[src/rtl/core/pnlp_pkg.sv]
// ----------------------------------------------------------------------------
// pnlp_pkg
// shared types, codes and character constants of the number literal parser
// ----------------------------------------------------------------------------
`default_nettype none

package pnlp_pkg;

   localparam int CHAR_BITS   = 16;
   localparam int NUMBER_BITS = 32;

   // parse phase codes
   localparam logic [1:0] PH_FIRST  = 2'd0;
   localparam logic [1:0] PH_ZERO   = 2'd1;
   localparam logic [1:0] PH_DIGITS = 2'd2;
   localparam logic [1:0] PH_ABSORB = 2'd3;

   // radix codes
   localparam logic [1:0] RX_DEC = 2'd0;
   localparam logic [1:0] RX_HEX = 2'd1;
   localparam logic [1:0] RX_BIN = 2'd2;
   localparam logic [1:0] RX_OCT = 2'd3;

   // status codes
   localparam logic [1:0] ST_OK       = 2'd0;
   localparam logic [1:0] ST_EMPTY    = 2'd1;
   localparam logic [1:0] ST_BADDIGIT = 2'd2;
   localparam logic [1:0] ST_OVERFLOW = 2'd3;

   // characters
   localparam logic [CHAR_BITS-1:0] CHAR_NUL     = 16'h0000;
   localparam logic [CHAR_BITS-1:0] CHAR_HASH    = 16'h0023;
   localparam logic [CHAR_BITS-1:0] CHAR_ZERO    = 16'h0030;
   localparam logic [CHAR_BITS-1:0] CHAR_NINE    = 16'h0039;
   localparam logic [CHAR_BITS-1:0] CHAR_UPPER_A = 16'h0041;
   localparam logic [CHAR_BITS-1:0] CHAR_UPPER_B = 16'h0042;
   localparam logic [CHAR_BITS-1:0] CHAR_UPPER_F = 16'h0046;
   localparam logic [CHAR_BITS-1:0] CHAR_UPPER_X = 16'h0058;
   localparam logic [CHAR_BITS-1:0] CHAR_LOWER_A = 16'h0061;
   localparam logic [CHAR_BITS-1:0] CHAR_LOWER_B = 16'h0062;
   localparam logic [CHAR_BITS-1:0] CHAR_LOWER_F = 16'h0066;
   localparam logic [CHAR_BITS-1:0] CHAR_LOWER_X = 16'h0078;

   // digit code for a character that is no digit in any base
   localparam logic [4:0] DIGIT_NONE = 5'd16;

   typedef struct packed {
      logic [1:0] phase;
      logic [1:0] radix_sel;
      logic [1:0] error_code;
   } parse_state_type;

   localparam parse_state_type PARSE_RESTART = '{
      phase:      PH_FIRST,
      radix_sel:  RX_DEC,
      error_code: ST_OK
   };

   function automatic logic [4:0] radix_value(input logic [1:0] sel);
      logic [4:0] base;
      case (sel)
         RX_HEX:  base = 5'd16;
         RX_BIN:  base = 5'd2;
         RX_OCT:  base = 5'd8;
         default: base = 5'd10;
      endcase
      return base;
   endfunction

endpackage

`default_nettype wire

[src/rtl/core/pnlp_step.sv]
// ----------------------------------------------------------------------------
// pnlp_step
// folds one character into the parse state; builds the result on terminator
// ----------------------------------------------------------------------------
`default_nettype none

module pnlp_step #(
   parameter int VALUE_BITS = 32
) (
   input  wire logic [pnlp_pkg::CHAR_BITS-1:0]   char_code,
   input  wire pnlp_pkg::parse_state_type        state_cur,
   input  wire logic [VALUE_BITS-1:0]            acc_cur,
   output pnlp_pkg::parse_state_type             state_next,
   output logic [VALUE_BITS-1:0]                 acc_next,
   output logic                                  is_term,
   output logic [1:0]                            status,
   output logic [pnlp_pkg::NUMBER_BITS-1:0]      number
);

   localparam int WIDE_BITS = VALUE_BITS + 4;

   logic [4:0]           digit;
   logic [WIDE_BITS-1:0] acc_wide;
   logic [WIDE_BITS-1:0] product;
   logic [WIDE_BITS-1:0] folded;
   logic                 digit_bad;
   logic                 digit_ovf;

   // digit decode, either case for hex letters
   always_comb begin
      digit = pnlp_pkg::DIGIT_NONE;
      if (char_code inside {[pnlp_pkg::CHAR_ZERO : pnlp_pkg::CHAR_NINE]}) begin
         digit = 5'(char_code - pnlp_pkg::CHAR_ZERO);
      end else if (char_code inside {[pnlp_pkg::CHAR_UPPER_A : pnlp_pkg::CHAR_UPPER_F]}) begin
         digit = 5'(char_code - pnlp_pkg::CHAR_UPPER_A) + 5'd10;
      end else if (char_code inside {[pnlp_pkg::CHAR_LOWER_A : pnlp_pkg::CHAR_LOWER_F]}) begin
         digit = 5'(char_code - pnlp_pkg::CHAR_LOWER_A) + 5'd10;
      end
   end

   // acc * base + digit as shifts and adds; high nibble set means overflow
   always_comb begin
      acc_wide = WIDE_BITS'(acc_cur);
      case (state_cur.radix_sel)
         pnlp_pkg::RX_HEX: product = acc_wide << 4;
         pnlp_pkg::RX_BIN: product = acc_wide << 1;
         pnlp_pkg::RX_OCT: product = acc_wide << 3;
         default:          product = (acc_wide << 3) + (acc_wide << 1);
      endcase
      folded    = product + WIDE_BITS'(digit[3:0]);
      digit_bad = digit >= pnlp_pkg::radix_value(state_cur.radix_sel);
      digit_ovf = |folded[WIDE_BITS-1:VALUE_BITS];
   end

   always_comb begin
      state_next = state_cur;
      acc_next   = acc_cur;
      is_term    = char_code == pnlp_pkg::CHAR_NUL;
      status     = pnlp_pkg::ST_OK;
      number     = '0;
      if (is_term) begin
         case (state_cur.phase)
            pnlp_pkg::PH_FIRST:  status = pnlp_pkg::ST_EMPTY;
            pnlp_pkg::PH_ABSORB: status = state_cur.error_code;
            default:             number = pnlp_pkg::NUMBER_BITS'(acc_cur);
         endcase
         state_next = pnlp_pkg::PARSE_RESTART;
         acc_next   = '0;
      end else begin
         case (state_cur.phase)
            pnlp_pkg::PH_FIRST: begin
               acc_next              = '0;
               state_next.error_code = pnlp_pkg::ST_OK;
               if (char_code == pnlp_pkg::CHAR_HASH) begin
                  state_next.radix_sel = pnlp_pkg::RX_HEX;
                  state_next.phase     = pnlp_pkg::PH_DIGITS;
               end else if (char_code == pnlp_pkg::CHAR_ZERO) begin
                  state_next.radix_sel = pnlp_pkg::RX_OCT;
                  state_next.phase     = pnlp_pkg::PH_ZERO;
               end else begin
                  // first digit is decimal; accumulator is zero here
                  state_next.radix_sel = pnlp_pkg::RX_DEC;
                  if (digit >= pnlp_pkg::radix_value(pnlp_pkg::RX_DEC)) begin
                     state_next.error_code = pnlp_pkg::ST_BADDIGIT;
                     state_next.phase      = pnlp_pkg::PH_ABSORB;
                  end else begin
                     state_next.phase = pnlp_pkg::PH_DIGITS;
                     acc_next         = VALUE_BITS'(digit[3:0]);
                  end
               end
            end
            pnlp_pkg::PH_ZERO, pnlp_pkg::PH_DIGITS: begin
               state_next.phase = pnlp_pkg::PH_DIGITS;
               if (state_cur.phase == pnlp_pkg::PH_ZERO &&
                   (char_code == pnlp_pkg::CHAR_LOWER_X ||
                    char_code == pnlp_pkg::CHAR_UPPER_X)) begin
                  state_next.radix_sel = pnlp_pkg::RX_HEX;
               end else if (state_cur.phase == pnlp_pkg::PH_ZERO &&
                            (char_code == pnlp_pkg::CHAR_LOWER_B ||
                             char_code == pnlp_pkg::CHAR_UPPER_B)) begin
                  state_next.radix_sel = pnlp_pkg::RX_BIN;
               end else if (digit_bad) begin
                  state_next.error_code = pnlp_pkg::ST_BADDIGIT;
                  state_next.phase      = pnlp_pkg::PH_ABSORB;
               end else if (digit_ovf) begin
                  state_next.error_code = pnlp_pkg::ST_OVERFLOW;
                  state_next.phase      = pnlp_pkg::PH_ABSORB;
               end else begin
                  acc_next = folded[VALUE_BITS-1:0];
               end
            end
            default: ;
         endcase
      end
   end

endmodule

`default_nettype wire

[src/rtl/core/prefixed_number_literal_parser.sv]
// ----------------------------------------------------------------------------
// prefixed_number_literal_parser
// parses a NUL-terminated wide-character string into an unsigned number
// ----------------------------------------------------------------------------
// usage
//  - req channel carries one 16-bit character per request; code 0 ends the
//    string. "0x"/"0X" or "#" selects hex, "0b"/"0B" binary, a leading "0"
//    octal, anything else decimal
//  - rsp channel carries one status/number pair per string, only for the
//    terminator; status 0 ok, 1 empty, 2 invalid digit, 3 overflow
//  - one request per cycle while req_stall is low; each character goes through
//    an input register and the digit fold logic into the parse state, and a
//    terminator's result is registered in the result register, which drives rsp
//  - rsp_stall holds the result register; the input register keeps moving
//    plain characters and only waits when it holds a terminator and the
//    result register is still full, which then stalls req
//  - reset clears both valid flags and returns the parser to the start of
//    a string in decimal with no error
// ----------------------------------------------------------------------------
`default_nettype none

module prefixed_number_literal_parser #(
   parameter int VALUE_BITS = 32
) (
   input  wire logic                                clock,
   input  wire logic                                reset,
   input  wire logic                                req_valid,
   output logic                                     req_stall,
   input  wire logic [pnlp_pkg::CHAR_BITS-1:0]      req_char_code,
   output logic                                     rsp_valid,
   input  wire logic                                rsp_stall,
   output logic [1:0]                               rsp_status,
   output logic [pnlp_pkg::NUMBER_BITS-1:0]         rsp_number
);

   // input register
   logic                               in_valid_ff, in_valid_in;
   logic [pnlp_pkg::CHAR_BITS-1:0]     in_char_ff;

   // parse state
   pnlp_pkg::parse_state_type          state_ff;
   pnlp_pkg::parse_state_type          state_in;
   logic [VALUE_BITS-1:0]              acc_ff, acc_in;

   // result register
   logic                               out_valid_ff, out_valid_in;
   logic [1:0]                         out_status_ff;
   logic [pnlp_pkg::NUMBER_BITS-1:0]   out_number_ff;

   logic                               step_term;
   logic [1:0]                         step_status;
   logic [pnlp_pkg::NUMBER_BITS-1:0]   step_number;
   logic                               in_advance;
   logic                               in_fire;
   logic                               req_take;

   pnlp_step #(
      .VALUE_BITS (VALUE_BITS)
   ) u_step (
      .char_code  (in_char_ff),
      .state_cur  (state_ff),
      .acc_cur    (acc_ff),
      .state_next (state_in),
      .acc_next   (acc_in),
      .is_term    (step_term),
      .status     (step_status),
      .number     (step_number)
   );

   // a terminator needs room in the result register; other characters never wait
   assign in_advance = !step_term || !out_valid_ff || !rsp_stall;
   assign in_fire    = in_valid_ff && in_advance;
   assign req_stall  = in_valid_ff && !in_advance;
   assign req_take   = req_valid && !req_stall;

   always_comb begin
      in_valid_in = in_valid_ff;
      if (req_take) begin
         in_valid_in = 1'b1;
      end else if (in_fire) begin
         in_valid_in = 1'b0;
      end
   end

   always_comb begin
      out_valid_in = out_valid_ff;
      if (in_fire && step_term) begin
         out_valid_in = 1'b1;
      end else if (!rsp_stall) begin
         out_valid_in = 1'b0;
      end
   end

   always_ff @(posedge clock) begin
      if (reset) begin
         in_valid_ff  <= 1'b0;
         out_valid_ff <= 1'b0;
         state_ff     <= pnlp_pkg::PARSE_RESTART;
         acc_ff       <= '0;
      end else begin
         in_valid_ff  <= in_valid_in;
         out_valid_ff <= out_valid_in;
         if (in_fire) begin
            state_ff <= state_in;
            acc_ff   <= acc_in;
         end
      end
   end

   // payload registers, no reset
   always_ff @(posedge clock) begin
      if (req_take) begin
         in_char_ff <= req_char_code;
      end
      if (in_fire && step_term) begin
         out_status_ff <= step_status;
         out_number_ff <= step_number;
      end
   end

   assign rsp_valid  = out_valid_ff;
   assign rsp_status = out_status_ff;
   assign rsp_number = out_number_ff;

endmodule

`default_nettype wire
[config.mk]
export PLATFORM = sky130hd
export DESIGN_NAME = prefixed_number_literal_parser
export DESIGN_NICKNAME = d
export VERILOG_FILES = /design/src/rtl/core/pnlp_pkg.sv /design/src/rtl/core/pnlp_step.sv /design/src/rtl/core/prefixed_number_literal_parser.sv
export SDC_FILE = /design/constraint.sdc
export NUM_CORES = 1
export LEC_CHECK = 0
export BUFFER_PORTS_ARGS = -buffer_cell sky130_fd_sc_hd__buf_2
export CAP_MARGIN = 25
export CORE_MARGIN = 2
export CORE_UTILIZATION = 42
export CTS_CLUSTER_DIAMETER = 40
export DETAILED_ROUTE_END_ITERATION = 10
export GPL_ROUTABILITY_DRIVEN = 0
export MAX_ROUTING_LAYER = met4
export SLEW_MARGIN = 20
export SYNTH_ARGS = -nofsm -noshare
export SYNTH_HDL_FRONTEND = slang
export SYNTH_HIERARCHICAL = 1
export SYNTH_SLANG_ARGS = --single-unit
export TNS_END_PERCENT = 10
[constraint.sdc]
create_clock -name clock -period 11.3 [get_ports clock]
set_input_delay 2.26 -clock clock [delete_from_list [all_inputs] [get_ports clock]]
set_output_delay 2.26 -clock clock [all_outputs]
set_load 0.01 [all_outputs]
==> results.md, run 1 <==
- Critical path, cell by cell: inv_1 > ha_2 > buf_4 > inv_1 > buf_4 > and2_1 > nor4_1 > nand3b_1 > or2_2 > or4b_1 > or4b_4 > nor4_4 > mux2i_1 > o2111a_2 > nor2_1 > o32ai_1 > nand2b_1 > mux2i_1
- Drt first-iter violations: 905
- Sw frac: 24.8%
- Antenna violations before repair: 0
- Total Routing Usage GR: 23.0%
- VDD IR-drop max: 0.0847 mV
- Slew Limit Fails: 0
- Kind of critical path: register to register
- Hold Fails Final Rpt: 0
- Cells after Synth: between 1000 and 1500
- CP Depth: 18
- Post-synth cell types: 87
- Layout Nets: 1135
- Post CTS Setup Buffer Count: 0
- Num CTS Buffers: 9
- Root Buffer: clkbuf_16
- Flop2flop setup slack: between 4000 and 5000 ps
- Kind of end point of the critical path: register
- Worst r2r src: state_ff[2]
- Post-CTS Resized: 0
- FP Rows: 52
- Crit-path max FO: 49
- Fin cells: 1340
- Max-Cap Viols: 0
- Reg clk slew, reported paths: 70 ps
- Seq/Total Area, Yosys: between 20% and 30%
- Avg Cell Area, Syn: a little over 8 µm²
- I/O pins: 56
- Logic pwr share: 9.0%
- Number of diodes: 0
- Min Clock Period, post-route: 6320 ps
- Cell internal pwr: 557 µW
- FF-to-FF path depth: 18
- Die Span Y: between 100 and 150 µm
- Dominant synthesized flop cell: edfxtp_1
- Dominant cells by area after synthesis: edfxtp_1 17%, dfxtp_1 9.1%, ha_1 7.0%, mux2i_1 6.5%, nand2b_1 6.0%
- Max frequency: 158 MHz
- Setup TNS: 0 ps
- Total Power: 740 µW
- First-pass GRT wire length: ~40 mm
- Synth top cells by count: 90 x nor2_1, 88 x nand2_1, 84 x nand2b_1, 62 x a21oi_1, 57 x mux2i_1
- Yosys top cell area share: 17.1%
- CTS Sinks: 90
- P_leak: 0.00354 µW
- Critical path startpoint category: register
- Worst Setup EP: acc_ff[0]
- Final wirelength: 24.9 mm
- CP delay by family, top: simple AND/OR/NAND/NOR gates
- Placed insts: 1322
- Routed vias/inst: 6.14
- Rel. slew slack: 41.5%
- Fraction of synthesis flops using an asynchronous set or reset pin: 0%
- Die X: 148 µm
- Ratio of cells with drive above 1 in the final layout: 11.6%
- Switching power: 183 µW
- Final ANT Viol Nets: 0
- Min-Delay Path Class: register to register
- Reg2reg end: acc_ff[0]
- Yosys reg bits: 90
- Vias in the first global route: 7466
- Max H-tree Level: 3
- Area leader, netlist: edfxtp_1
- CTS tree: yes
- First-pass DRT Iterations: 9
- CP Buf/Inv Count: 4
- Dpl hpwl: 17.5 mm
- Sequential cell fraction of total power: 48.1%
- Worst-Skew Late Latency: roughly 350 ps
- Wire per inst: 18.6 µm
- Largest net degree at the start of global routing: between 70 and 80
- Cell with the most instances after synthesis: nor2_1
- Final setup viols: 0
- Total Die Area: 0.0220 mm²
- Area Growth Syn to Fin: 8.25%
- Post-synth EDFFs: 50
- Crit. Startpoint: state_ff[2]
- GR Overflow Total: 0
- Syn. warnings: 6
- Fin crit share: 56.0%
- Synthesized area: 0.00877 mm²
- Status: complete, no violations
- Worst EP required: 11580 ps
- Worst Path Arrival: 6610 ps
- CP max stage delay: 830 ps
- Worst Skew: 10.4 ps
- Buffers on Ports: 55
- Core area: between 0.02 and 0.025 mm²
- Clk network pwr share: 42.9%
- Syn_nets: 1129
- Max clock buf depth: 2
- Unrepaired setup endpoints after global routing: false
- Via count: roughly 8000
- P per Cell Area: 78.0 mW/mm²
- Tightest Pin Transition: 877 ps
- Slowest-stage cell, CP: o2111a_2
- Hold_buf cts: 0
- Drt drc: 0
- Initial cell density of the core: 43.0%
## sequential cells by signal (all words and copies together) (netlist names)
name	cells
rsp_number	32
acc_ff	32
in_char_ff	16
rsp_valid	1
in_valid_ff	1
state_ff	6
rsp_status	2
## cell type report
class	count	area [µm²]
Fill cell	2047	10900
Tap cell	270	338
Sequential cell	90	2300
Clock inverter	4	51.3
Inverter	31	116
Multi-Input combinational cell	867	6050
Timing Repair Buffer	66	375
Clock buffer	12	256
## power by group through the flow
stage	combinational, µW	sequential (µW)	clock, µW
floorplan	48.2	360	0
global placement	64.3	363	0
detailed placement	65.3	363	0
CTS	65.5	356	326
global route	72.2	357	338
finish	66.5	356	318
## worst min-delay path by stage
stage | start | to | slack (ps) | cells after the start
after floorplan | state_ff[0] | state_ff[0] | 460 | 2
after global placement | state_ff[1] | state_ff[1] | 490 | 2
after detailed placement | state_ff[0] | state_ff[0] | 490 | 2
after CTS | state_ff[0] | state_ff[0] | 500 | 2
after global routing | state_ff[0] | state_ff[0] | 530 | 2
final | state_ff[0] | state_ff[0] | 500 | 2
## placed cells by master (no fill, tap or decap), types with 30 or more instances in the layout
cell | Yosys | layout
ha_1 | 49 | 48
and3_1 | 39 | 39
buf_2 | 5 | 56
o21ai_0 | 35 | 34
mux2i_1 | 57 | 57
nand2_1 | 88 | 88
edfxtp_1 | 50 | 50
a21oi_1 | 62 | 62
nor2_1 | 90 | 89
dfxtp_1 | 40 | 40
inv_1 | 30 | 30
nand2b_1 | 84 | 84
## logic make-up after synthesis
kind of cell | count (synthesis) | synth area share, %
DFF | 90 | 26.3
and+or+nand+nor | 432 | 26.3
xor gates and xnor gates | 36 | 3.60
AOI/OAI and AO/OA | 288 | 24.7
buffers and inverters | 102 | 4.91
muxes | 61 | 7.02
adders and majority gates | 50 | 7.22
## worst register-to-register path: stages (launching register included)
cell and delay, ps:
dfxtp_1 380, inv_1 110, ha_2 390, buf_4 510, inv_1 100, buf_4 270, and2_1 240, nor4_1 470
nand3b_1 200, or2_2 340, or4b_1 680, or4b_4 580, nor4_4 160, mux2i_1 380, o2111a_2 830, nor2_1 90
o32ai_1 280, nand2b_1 100, mux2i_1 140
## metrics by stage
stage / area [µm²] / util, % / setup WS, ps / hold WS, ps
after floorplan: 8770 / - / 5760 / 462
after global placement: 9140 / 44.9 / 5240 / 486
after detailed placement: 9150 / 44.9 / 5060 / 493
after CTS: 9460 / 46.4 / 5040 / 501
after global routing: 9490 / 46.6 / 4440 / 527
final: 9490 / 46.6 / 4980 / 498
## routing by layer
layer | track usage [%] | vias up | share of wire, %
met5 | - | - | 0
met2 | 36.3 | 313 | 46
met3 | 3.01 | 47 | 5.4
li1 | - | 4008 | -
met4 | 8.19 | 0 | 2.6
met1 | 30.3 | 3863 | 46
(Power assumes the default switching activity.)
==> run 2: changes to the inputs <==
--- a/config.mk
+++ b/config.mk
@@ -5,6 +5,7 @@
 export SDC_FILE = /design/constraint.sdc
 export NUM_CORES = 1
 export LEC_CHECK = 0
+export ABC_AREA = 1
 export BUFFER_PORTS_ARGS = -buffer_cell sky130_fd_sc_hd__buf_2
 export CAP_MARGIN = 25
 export CORE_MARGIN = 2
==> constraint.sdc (replaced) <==
create_clock -name clock -period 5.3 [get_ports clock]
set_input_delay 1.06 -clock clock [delete_from_list [all_inputs] [get_ports clock]]
set_output_delay 1.06 -clock clock [all_outputs]
set_load 0.01 [all_outputs]
==> results.md, run 2 <==
- Cell internal pwr: 1280 µW (+130%)
- Final Worst Setup Slack: 471 ps (-4500 ps)
- First-pass DRT Iterations: 5 (-4)
- Kind of critical path: register to register
- Drt drc: 0 (unchanged)
- Worst-Skew Late Latency: 360 ps (about the same)
- Vias in the first global route: 10100 (+35%)
- Die X: 159 µm (+7.0%)
- Slew Limit Fails: 0 (unchanged)
- Reg clk slew, reported paths: 70 ps (about the same)
- Sw frac: 38.2% (+13 points)
- CTS tree: yes
- DP Area: 0.0106 mm² (+15%)
- Hold Fails Final Rpt: 0 (unchanged)
- Antenna violations before repair: 0 (unchanged)
- Post-Place Worst Slack: 349 ps (-4710 ps)
- Fin crit share: 91.1% (+35 points)
- Critical path startpoint category: register
- Final setup viols: 0 (unchanged)
- Initial cell density of the core: 42.9% (-0.15 points)
- Proportion of synthesized area in mux cells: 0% (-7.0 points)
- Layout Nets: 1793 (+58%)
- Num CTS Buffers: 9 (unchanged)
- Yosys reg bits: 90 (unchanged)
- Min Clock Period, post-route: 4830 ps (-1500 ps)
- Ratio of cells with drive above 1 in the final layout: 9.09% (-2.5 points)
- Die Span Y: 159 µm (+7.0%)
- I/O pins: 56 (unchanged)
- Total Routing Usage GR: 26.3% (+3.3 points)
- Post-synth cell types: 48 (-45%)
- Buffers on Ports: 55 (unchanged)
- Max frequency: 207 MHz (+31%)
- Xor/xnor share of the synthesized area: 2.78% (-0.81 points)
- Crit-path max FO: 12 (-76%)
- VDD IR-drop max: 0.154 mV (+82%)
- Drt first-iter violations: 1037 (+15%)
- Max-Cap Viols: 0 (unchanged)
- Most frequent cells in the layout: 491 x nand2_1, 270 x inv_1, 176 x nor2_1
- Via count: 11100 (+35%)
- CP max stage delay: 480 ps (-350 ps)
- Design Area, Final: 0.0109 mm² (+15%)
- Hold_buf cts: 0 (unchanged)
- Syn_nets: 1770 (+57%)
- Cell with the most instances after synthesis: nand2_1
- Max H-tree Level: 3 (unchanged)
- Syn. warnings: 6 (unchanged)
- Largest net degree at the start of global routing: 77 (-2.5%)
- Kind of end point of the critical path: register
- Status: complete, no violations
- Clk network pwr share: 30.0% (-13 points)
- Rel. slew slack: 39.2% (-2.3 points)
- P_leak: 0.00530 µW (+50%)
- Cells after Synth: 1700 (+61%)
- Worst Path Arrival: 5080 ps (-1530 ps)
- GR Overflow Total: 0 (unchanged)
- Wire per inst: 16.2 µm (-13%)
- Total Die Area: 0.0252 mm² (+14%)
- Dpl hpwl: 24.3 mm (+39%)
- Simple-Gate Fraction of Synth Area: 39.6% (+13 points)
- CTS Sinks: 90 (unchanged)
- Area leader, netlist: nand2_1
- Worst Skew: 16.4 ps (+6.00 ps)
- Dominant cells by area after synthesis: nand2_1 18%, edfxtp_1 15%, inv_1 10%, nand3_1 8.6%, dfxtp_1 8.0%
- Setup TNS: 0 ps (unchanged)
- Max clock buf depth: 2 (unchanged)
- FF-to-FF path depth: 32 (+14)
- Dominant synthesized flop cell: edfxtp_1
- Commonest non-fill, non-tap cell in the layout: nand2_1
- Post-synth EDFFs: 50 (unchanged)
- Final ANT Viol Nets: 0 (unchanged)
- Seq/Total Area, Yosys: 22.9% (-3.4 points)
- Logic pwr share: 30.8% (+22 points)
- Hold path cells: 2 (unchanged)
- Switching power: 789 µW (+330%)
- Number of diodes: 0 (unchanged)
- Adder-Cell Fraction of Synth Area: 6.29% (-0.93 points)
- Final wirelength: 33.2 mm (+33%)
- Min-Delay Path Class: register to register
- FP Rows: 56 (+7.7%)
- Root Buffer: clkbuf_16
- Synth top cells by count: 491 x nand2_1, 270 x inv_1, 176 x nor2_1, 173 x nand3_1, 117 x a21oi_1
- Core area: 0.0235 mm² (+15%)
- Yosys top cell area share: 18.3% (+1.2 points)
- Synthesized area: 0.0101 mm² (+15%)
- P per Cell Area: 190 mW/mm² (+140%)
- Main combinational cell family by area after synthesis: simple AND/OR/NAND/NOR gates
- Tightest Pin Transition: 909 ps (+31.6 ps)
- Avg Cell Area, Syn: 5.92 µm² (-28%)
- Sequential cell fraction of total power: 39.2% (-8.9 points)
- Routed vias/inst: 5.42 (-12%)
- Worst EP required: 5550 ps (-6030 ps)
- Area Growth Syn to Fin: 8.18% (about the same)
- Complex-gate fraction of the synthesized area: 14.2% (-11 points)
- Util after Layout: 46.4% (-0.19 points)
- Critical path's most frequent cell: nand2_1
- Fraction of synthesis flops using an asynchronous set or reset pin: 0% (unchanged)
- First-pass GRT wire length: 52.2 mm (+32%)
- Slowest-stage cell, CP: nand4_2
==> run 2: cell types whose count changed in the layout (fill, tap and decap cells not counted), moves of 21 or more <==
cell      change
nand2_1     +403
inv_1       +240
nand3_1     +153
nor2_1       +87
nand2b_1     -84
mux2i_1      -57
a21oi_1      +55
and3_1       -39
a222oi_1     -24
o21ai_1      +21
==> run 2: power groups by stage <==
stage / sequential, µW / clock [µW] / combinational (µW)
floorplan: 803 / 0 / 464
global placement: 826 / 0 / 605
detailed placement: 825 / 0 / 607
CTS: 810 / 638 / 610
global route: 815 / 664 / 705
finish: 811 / 621 / 636
==> run 2: layout make-up <==
class	count	area, µm²
timing repair buffer	77	448
tap	319	399
inverter	292	1100
clock inverter	7	45.0
multi-input combinational	1253	6370
clock buffer	9	225
fill	2539	12600
sequential	90	2300
==> run 2: worst paths after layout <==
kind / from / to / slack, ps
worst max-delay path: in_char_ff[0] / acc_ff[10] / 470
worst min register to register: in_valid_ff / in_valid_ff / 520
worst max register to register: in_char_ff[0] / acc_ff[10] / 470
worst min-delay path: in_valid_ff / in_valid_ff / 520
==> run 2: kinds of logic (layout without fill, tap and decap cells) <==
group / count (synthesis) / count (layout)
and+or+nand+nor: 926 / 928
buffers and inverters: 359 / 385
AOI/OAI and AO/OA: 243 / 243
DFF: 90 / 90
adders and majority gates: 50 / 50
xor gates and xnor gates: 32 / 32
==> run 2: repair_timing <==
action | in CTS | in global routing
endpoints found under the setup margin | 0 | 32
endpoints found under the hold margin | 0 | 0
buffers inserted | 0 | 0
resized for setup | 0 | 3
==> run 2: layer usage <==
| metal | part of all wire, % | GRT usage [%] | routed length, µm | up-vias |
|---|---|---|---|---|
| met3 | 7.5 | 3.55 | 2480 | 70 |
| met1 | 45 | 34.7 | 14900 | 5075 |
| li1 | - | - | - | 5522 |
| met2 | 45 | 41.7 | 15000 | 429 |
| met4 | 2.7 | 8.38 | 909 | 0 |
| met5 | 0 | - | 0 | - |
==> run 2: critical path, delay by kind of cell (launching register included) <==
| family | cells | cell delay, ps |
|---|---|---|
| AND/OR/NAND/NOR | 23 | 2790 |
| adder cells (fa/ha/maj) | 2 | 530 |
| flip-flops | 1 | 460 |
| buffers and inverters | 5 | 460 |
| AO/OA/AOI/OAI | 2 | 460 |
==> run 2: metrics by stage <==
stage	hold WS, ps	instances	power, µW
after floorplan	485	1700	1270
after CTS	523	2044	2060
after global placement	519	2028	1430
final	517	2047	2070
after detailed placement	512	2028	1430
after global routing	557	2047	2180
==> run 3: changes to the inputs <==
==> constraint.sdc (replaced) <==
create_clock -name clock -period 5.3 [get_ports clock]
set_input_delay 1.59 -clock clock [delete_from_list [all_inputs] [get_ports clock]]
set_output_delay 1.59 -clock clock [all_outputs]
set_load 0.01 [all_outputs]
==> results.md, run 3 (synthesis results as in run 2) <==
- Commonest non-fill, non-tap cell in the layout: nand2_1
- Total Routing Usage GR: 26.6% (+0.30 points)
- Max H-tree Level: 3 (unchanged)
- Register area: 0.00230 mm² (unchanged)
- Fin Hold WS: 507 ps (-10.5 ps)
- Area Growth Syn to Fin: 8.10% (about the same)
- CP max stage delay: 460 ps (-20 ps)
- Worst Setup EP: acc_ff[22]
- Total Power: 2110 µW (+2.2%)
- Worst r2r src: in_char_ff[0]
- Min Clock Period, post-route: 4790 ps (-43.5 ps)
- FP Rows: 56 (unchanged)
- Num CTS Buffers: 9 (unchanged)
- Kind of end point of the critical path: register
- Final setup viols: 0 (unchanged)
- First-pass GRT wire length: 52.8 mm (+1.2%)
- CTS Sinks: 90 (unchanged)
- Via count: 10900 (-1.9%)
- Wire per inst: 16.1 µm (-0.66%)
- Most frequent cells in the layout: 491 x nand2_1, 270 x inv_1, 176 x nor2_1
- Worst Skew: 10.9 ps (-5.45 ps)
- P per Cell Area: 194 mW/mm² (+2.2%)
- Dpl hpwl: 24.4 mm (+0.41%)
- Kind of critical path: register to register
- Status: complete, no violations
- Reg2reg end: acc_ff[22]
- Slowest-stage cell, CP: edfxtp_1
- Max clock buf depth: 2 (unchanged)
- Final Worst Setup Slack: 515 ps (+43.5 ps)
- Initial cell density of the core: 42.9% (unchanged)
- Root Buffer: clkbuf_16
- VDD IR-drop max: 0.151 mV (-2.1%)
- Routed vias/inst: 5.32 (-1.8%)
- First-pass DRT Iterations: 5 (unchanged)
- Worst Path Arrival: 5070 ps (about the same)
- Core area: 0.0235 mm² (unchanged)
- Tightest Pin Transition: 845 ps (-63.8 ps)
- Vias in the first global route: 10100 (+0.43%)
- Max frequency: 209 MHz (+0.91%)
- Final ANT Viol Nets: 0 (unchanged)
- Antenna violations before repair: 0 (unchanged)
- Max-Cap Viols: 0 (unchanged)
- Ratio of cells with drive above 1 in the final layout: 8.92% (-0.16 points)
- Crit. Startpoint: in_char_ff[0]
- I/O pins: 56 (unchanged)
- Fin crit share: 90.3% (-0.82 points)
- Slew Limit Fails: 0 (unchanged)
- Worst-Skew Late Latency: 360 ps (about the same)
- Rel. slew slack: 43.6% (+4.4 points)
- Fillers: 2521 (-0.71%)
- Die X: 159 µm (unchanged)
- Hold Fails Final Rpt: 0 (unchanged)
- GR Overflow Total: 0 (unchanged)
- P_leak: 0.00530 µW (about the same)
- Reg clk slew, reported paths: 70 ps (about the same)
- Critical path's most frequent cell: nand2_1
- Drt first-iter violations: 959 (-7.5%)
- Area of the multi-input gates: 0.00636 mm² (-0.27%)
- Buffers on Ports: 55 (unchanged)
- Post CTS Setup Buffer Count: 0 (unchanged)
- Worst EP required: 5590 ps (+40 ps)
- Design Area, Final: 0.0109 mm² (about the same)
- Total Die Area: 0.0252 mm² (unchanged)
- Unrepaired setup endpoints after global routing: true
- Min-Delay Path Class: register to register
- Post-Place Worst Slack: 398 ps (+49.2 ps)
- Crit-path max FO: 25 (+13)
- Layout Nets: 1791 (-0.11%)
- DP Area: 0.0106 mm² (unchanged)
- Drt drc: 0 (unchanged)
- Flop2flop setup slack: 510 ps (+40 ps)
- Number of diodes: 0 (unchanged)
- CTS tree: yes
- Largest net degree at the start of global routing: 78 (+1.3%)
- FF-to-FF path depth: 34 (+6.3%)
- Hold path startpoint: in_valid_ff
- Die Span Y: 159 µm (unchanged)
- Final wirelength: 33.0 mm (-0.76%)
- Critical path startpoint category: register
==> run 3: worst min path at each step <==
stage / to / slack, ps / cells after the start
final: in_valid_ff / 510 / 2
after detailed placement: in_valid_ff / 500 / 2
after floorplan: state_ff[0] / 480 / 2
after global routing: in_valid_ff / 550 / 2
after global placement: in_valid_ff / 500 / 2
after CTS: in_valid_ff / 510 / 2
==> run 3: area by class of cell <==
type	instances	share of cell area [%]
repair buffers	76	3.98
multi-input cells	1252	58.4
inverters	292	10.1
flip-flops and latches	90	21.2
clock inverters	6	0.609
well taps	319	3.67
clock buffers	10	2.10
==> run 3: critical path, delay by kind of cell (launching register included) <==
kind	cells	cell delay (ps)
DFF	1	460
and+or+nand+nor	24	2770
buffers and inverters	6	750
adders and majority gates	2	510
AOI/OAI and AO/OA	2	200
==> run 3: layer usage <==
| layer | routed length (µm) | up-vias | GRT usage (%) |
|---|---|---|---|
| met4 | 824 | 0 | 8.51 |
| met2 | 14800 | 361 | 41.8 |
| met3 | 2190 | 56 | 3.21 |
| li1 | - | 5530 | - |
| met1 | 15200 | 4938 | 35.7 |
| met5 | 0 | - | - |
==> run 3: what timing repair did <==
action / 4_1_cts / 5_1_grt
hold buffers: 0 / 0
resized for setup: 0 / 2
hold endpoints to repair: 0 / 0
setup endpoints to repair: 0 / 31
==> run 3: where the power goes <==
| group | switching (µW) | internal, µW |
|---|---|---|
| Combinational | 430 | 200 |
| Sequential | 50.4 | 761 |
| Clock | 305 | 368 |
| Total | 785 | 1330 |
==> run 3: per-stage QoR <==
step                TNS [ps]  util, %  cells
global route           -30.5     46.4   2045
detailed placement         0     45.0   2028
CTS                        0     46.3   2044
finish                     0     46.4   2045
floorplan                  0        -   1700
global placement           0     45.0   2028
